==> config.mk <==
export PLATFORM = sky130hd
export DESIGN_NAME = vau_sqrt_pipe
export DESIGN_NICKNAME = d
export VERILOG_FILES = /design/src/rtl/vau_sqrt_pipe.sv
export SDC_FILE = /design/constraint.sdc
export NUM_CORES = 2
export LEC_CHECK = 0
export BUFFER_PORTS_ARGS = -buffer_cell sky130_fd_sc_hd__buf_2
export CORE_AREA = 2 2 428 430
export DETAILED_ROUTE_END_ITERATION = 6
export DIE_AREA = 0 0 430 432
export GPL_TIMING_DRIVEN = 0
export PLACE_DENSITY = 0.85
export SYNTH_ARGS = -nofsm -noshare
export SYNTH_HDL_FRONTEND = slang
export SYNTH_SLANG_ARGS = --single-unit
==> constraint.sdc <==
create_clock -name clk -period 6.8 [get_ports clk]
set_clock_uncertainty 0.15 [all_clocks]
set_input_delay 0.34 -clock clk [delete_from_list [all_inputs] [get_ports clk]]
set_output_delay 0.34 -clock clk [all_outputs]
set_load 0.05 [all_outputs]
==> src/rtl/vau_sqrt_pipe.sv <==
`default_nettype none
// ----------------------------------------------------------------------------
// vau_sqrt_pipe: pipelined integer square root
// Produces floor(sqrt(radicand)) with one root bit settled in each of
// WORD_W stages, keeping the exact remainder from stage to stage.
// ----------------------------------------------------------------------------
module vau_sqrt_pipe #(
    parameter int WORD_W = 32
) (
    input  wire logic                  clk,
    input  wire logic                  en,
    input  wire logic [2*WORD_W-1:0]   radicand,
    output logic [WORD_W-1:0]          root
);

    localparam int QW = 2 * WORD_W + 2;

    logic [QW-1:0]     rem_reg  [WORD_W];
    logic [WORD_W-1:0] root_reg [WORD_W];

    for (genvar t = 0; t < WORD_W; t++)
    begin : g_stage
        localparam int K = WORD_W - 1 - t;

        logic [QW-1:0]     rem_in;
        logic [WORD_W-1:0] root_in;
        logic [QW-1:0]     trial;
        logic              take;
        logic [QW-1:0]     rem_next;
        logic [WORD_W-1:0] root_next;

        if (t == 0)
        begin : g_first
            assign rem_in  = QW'(radicand);
            assign root_in = '0;
        end
        else
        begin : g_rest
            assign rem_in  = rem_reg[t-1];
            assign root_in = root_reg[t-1];
        end

        // (r + 2^K)^2 - r^2, with r holding only bits above K.
        assign trial     = (QW'(root_in) << (K + 1)) | (QW'(1) << (2 * K));
        assign take      = (rem_in >= trial);
        assign rem_next  = take ? (rem_in - trial) : rem_in;
        assign root_next = take ? (root_in | (WORD_W'(1) << K)) : root_in;

        always_ff @(posedge clk)
        begin
            if (en)
            begin
                rem_reg[t]  <= rem_next;
                root_reg[t] <= root_next;
            end
        end
    end

    assign root = root_reg[WORD_W-1];

endmodule
`default_nettype wire

Word-level counts from Yosys, hierarchy flattened
Memory sizes are Yosys's and may differ from the RTL's.
Cells that the tools add are included.
{"block": "word_totals", "reg_bits": 0, "out_inout_bits": 32, "ramBits": 3136, "elab_cells": 132, "n_memories": 2, "inputBits": 66}
{"block": "op_classes", "magnitude_cmp": 32, "addsub": 32, "n_mux": 66}
{"name": "rem_reg", "depth": 32, "word_bits": 66, "read_ports": 31, "rd_ports_with_merged_regs": 0, "write_ports": 32, "line_no": "18", "rtl": "logic [QW-1:0] rem_reg [WORD_W];"}
{"name": "root_reg", "depth": 32, "word_bits": 32, "read_ports": 32, "rd_ports_with_merged_regs": 0, "write_ports": 32, "line_no": "19", "rtl": "logic [WORD_W-1:0] root_reg [WORD_W];"}
{"operator": "66-bit 2-to-1 mux", "count": 32}
{"operator": "66-bit by 33-bit >= comparator with 1-bit output", "count": 1}
{"operator": "66-bit by 34-bit >= comparator with 1-bit output", "count": 1}
{"operator": "66-bit by 35-bit >= comparator with 1-bit output", "count": 1}
{"operator": "66-bit by 36-bit >= comparator with 1-bit output", "count": 1}
{"operator": "66-bit by 37-bit >= comparator with 1-bit output", "count": 1}
{"operator": "66-bit by 38-bit >= comparator with 1-bit output", "count": 1}
{"operator": "66-bit by 39-bit >= comparator with 1-bit output", "count": 1}
{"operator": "66-bit by 40-bit >= comparator with 1-bit output", "count": 1}
{"operator": "66-bit by 41-bit >= comparator with 1-bit output", "count": 1}
{"operator": "66-bit by 42-bit >= comparator with 1-bit output", "count": 1}
{"operator": "66-bit by 43-bit >= comparator with 1-bit output", "count": 1}
{"operator": "66-bit by 44-bit >= comparator with 1-bit output", "count": 1}
{"operator": "66-bit by 45-bit >= comparator with 1-bit output", "count": 1}
{"operator": "66-bit by 46-bit >= comparator with 1-bit output", "count": 1}
{"operator": "66-bit by 47-bit >= comparator with 1-bit output", "count": 1}
{"operator": "66-bit by 48-bit >= comparator with 1-bit output", "count": 1}
{"operator": "66-bit by 49-bit >= comparator with 1-bit output", "count": 1}
{"operator": "66-bit by 50-bit >= comparator with 1-bit output", "count": 1}
{"operator": "66-bit by 51-bit >= comparator with 1-bit output", "count": 1}
{"operator": "66-bit by 52-bit >= comparator with 1-bit output", "count": 1}
{"operator": "66-bit by 53-bit >= comparator with 1-bit output", "count": 1}
{"operator": "66-bit by 54-bit >= comparator with 1-bit output", "count": 1}
{"operator": "66-bit by 55-bit >= comparator with 1-bit output", "count": 1}
{"operator": "other kinds (73)", "count": 75}

Logic depth before layout (Yosys ltp)
An unclocked memory read counts as a cell.
{"block": "logic_depth", "ltp_word": 3, "depth_mapped": 15, "depth_no_buf": 13}

Least setup slack after synthesis
No wires, ideal clock.
{"block": "synth_path", "path_kind": "flip-flop to flip-flop", "startpoint": "mem rem_reg[7][84] (netlist name)", "endpoint": "mem rem_reg[7][173] (netlist name) (data pin)", "stages_incl_launch_ff": 12, "path_buffers": 1, "arrival_ns": 3.097, "path_slack_ns": 3.295, "t_required_ns": 6.392, "setup_time_ns": 0.258, "period_less_slack_ns": 3.505, "cell_sequence": "edfxtp_1 > ha_1 > clkbuf_1 > nand3_1 > nor4_1 > nand2_1 > o2111ai_1 > o211ai_1 > a21oi_1 > o21ai_1 > or4b_2 > xnor2_1"}
{"element": "from (decl)", "line_no": "18"}

==> impl_metrics.toml <==
[status]
run_status = "finished, violations left"
violations = "design-rule violations"

[setup_path]
crit_type = "reg -> reg"
slowest_stage = "nor4_1"
path_delay_family = "simple AND/OR/NAND/NOR gates"
r2r_start = "rem_reg[6][87]$_DFFE_PP_"
startpoint_type = "register"
slowest_delay_ns = 1.17
critPathCaptureType = "register"
crit_fanout = 9
timing.critical_path.buf_inv = 2
crit_required_ns = 7.28
startpoint = "rem_reg[6][87]$_DFFE_PP_"
worstPathCellList = "ha_1 > clkbuf_1 > nand4_1 > nor4_1 > o31ai_1 > o211a_1 > a211oi_1 > a21o_1 > buf_2 > nor4b_2 > nand2b_1 > xnor2_1"
crit_arrival_ns = 6.33

[cts]
clkSlewWorstSetupHoldPaths_ns = 0.07
clock-root-buffer = "clkbuf_16"
cts_sinks = 2573
ctsResizeCount = 0
clockBufferDepth = 4
cts_made_buffers = 278
htreeDepth = 5
cts_tree = "yes"
post_cts_buffers = 0
clk_latency_ns = 0.96

[timing]
fmax_mhz = 171
finalHoldViolations = 0
fin_ws_ns = 0.950
min_period_ns = 5.85
final-setup-viol-count = 0
rsz0062_at_grt = "no"
tns_ns = 0
period_share = 0.860
slew_headroom = 0.0700
worstMarginPinSlew_ns = 1.38
maxSlewViolCount = 0

[global_route]
grt_max_degree = 188
grt_usage = 0.366
grt_antenna_before_repair = 19
grt_pass1_wl_um = 514000
grt_pass1_vias = 83700
grt-ovfl-total = 0

[routing]
vias = 88200
ant_nets = 0
drt_first_iter_violations = 13800
drt-total-wl_um = 347000
wire_per_inst_um = 26.6
dr.pass1.iters = 7
drc_errors = 1
vias_per_cell = 6.76

[yosys]
yosysWarnings = 0
synth-edff-count = 2573
yosys-top-cells-area = "edfxtp_1, ha_1, xnor2_1"
synth_top_area_frac = 0.622
syn_inst = 9947
ys_dominant_reg_cell = "edfxtp_1"
syn_avg_cell_area_um2 = 12.5
synth.yosys.seq_area_share = 0.622
async_reset_ff_frac = 0
yosysTopAreaCell = "edfxtp_1"
ys_seq_elements = 2573
syn-cell-area_um2 = 124000
synth_cell_type_count = 95
syn_nets = 10600

[hold_path]
hold_class = "in -> reg"
min-delay-start = "radicand[54]"

[placed_design]
dp_slack_ns = 1.40
post-dp-hpwl_um = 231000
port_buffers = 97
finalWeightedCongestion = 1.00

[floorplanning]
rows = 157
die_x_um = 430
die_y_um = 432
core_area_um2 = 182000
io_pins = 98
dieArea_um2 = 186000
start_util = 0.684

[finish]
area_delta_synth_final_pct = 11.1
largest_reg_flops = 2045
final_cell_mix = "edfxtp_1, nor2_1, inv_1"
design.final.nets = 11100
final_common_cell = "edfxtp_1"
drive_above_1_share = 0.0643

[pwr]
p_leak_nw = 51.8
p_per_area_nw_per_um2 = 339
peakVddDrop_uv = 342

[run]
maxCapViolCount = 0
worst reg2reg max path, stage by stage (launching register included):
cell and delay [ns]:
edfxtp_1 0.42, ha_1 0.30, clkbuf_1 0.31, nand4_1 0.21, nor4_1 1.17, o31ai_1 0.47
o211a_1 0.33, a211oi_1 0.47, a21o_1 0.18, buf_2 0.27, nor4b_2 0.87, nand2b_1 0.23
xnor2_1 0.18
final cells by class:
| class | instances | area [um^2] |
|---|---|---|
| Timing Repair Buffer | 239 | 2180 |
| Buffer | 218 | 862 |
| Clock inverter | 135 | 1360 |
| Inverter | 690 | 2590 |
| Antenna cell | 6 | 15.0 |
| Multi-Input combinational cell | 6466 | 43500 |
| Tap cell | 2385 | 2980 |
| Sequential cell | 2573 | 77300 |
| Clock buffer | 326 | 7260 |
| Fill cell | 10500 | 43600 |
synth_stat cells, types with 73 or more instances:
| cell | n |
|---|---|
| nor4_1 | 364 |
| nor2b_1 | 73 |
| nor2_1 | 695 |
| o21ai_0 | 373 |
| a21o_1 | 229 |
| nor3_1 | 314 |
| xor2_1 | 417 |
| ha_1 | 558 |
| o21a_1 | 107 |
| a21oi_1 | 649 |
| xnor2_1 | 527 |
| or3_1 | 97 |
| nand3_1 | 221 |
| inv_1 | 686 |
| nand2b_1 | 116 |
| nand2_1 | 565 |
| mux2_2 | 89 |
| edfxtp_1 | 2573 |
| nand4_1 | 179 |
| clkbuf_1 | 173 |
| or4_1 | 81 |
stage by stage:
stage	cell area [um^2]	util	power, mW	hold WS, ns	cells
2_1_floorplan	124000	-	28.3	0.267	9947
3_3_place_gp	128000	0.703	32.4	0.275	12400
3_5_place_dp	128000	0.705	31.5	0.282	12400
4_1_cts	138000	0.760	46.3	0.000493	13000
5_1_grt	138000	0.760	48.5	0.00259	13000
6_report	138000	0.760	46.9	0.0133	13000
cells by family after synthesis:
logic type / Yosys count / synth area share
fa+ha+maj: 558 / 0.0562
xor+xnor: 944 / 0.0665
simple gates: 3040 / 0.127
compound gates: 1826 / 0.0918
mux: 98 / 0.00879
buf+inv: 908 / 0.0278
flops: 2573 / 0.622
metal layers:
metal / up-vias / share of wire / global-route usage
met5: - / 0.00016 / 0
met3: 1149 / 0.11 / 0.0663
met2: 5993 / 0.47 / 0.584
met4: 10 / 0.043 / 0.136
li1: 38400 / - / -
met1: 42700 / 0.38 / 0.508
path summary, 6_finish.rpt:
check / end / slack [ns] / cells past startpoint
setup / recovery: rem_reg[6][189]$_DFFE_PP_ / 0.95 / 12
hold / removal: rem_reg[0][54]$_DFFE_PP_ / 0.01 / 2
setup reg to reg: rem_reg[6][189]$_DFFE_PP_ / 0.95 / 12
hold reg to reg: root_reg[14][12]$_DFFE_PP_ / 0.27 / 0
where the power goes:
group	leakage (nW)	total (mW)	switching, mW	internal, mW
clock network	4.21	15.0	6.43	8.58
registers	24.8	21.8	1.70	20.1
logic	22.8	10.1	6.18	3.92
total	51.8	46.9	14.3	32.6
repair_timing:
| action | in CTS | in global routing |
|---|---|---|
| hold endpoints to repair | 174 | 1 |
| setup endpoints to repair | 0 | 0 |
| hold buffers | 125 | 1 |
Power figures use the tool's default switching activity.
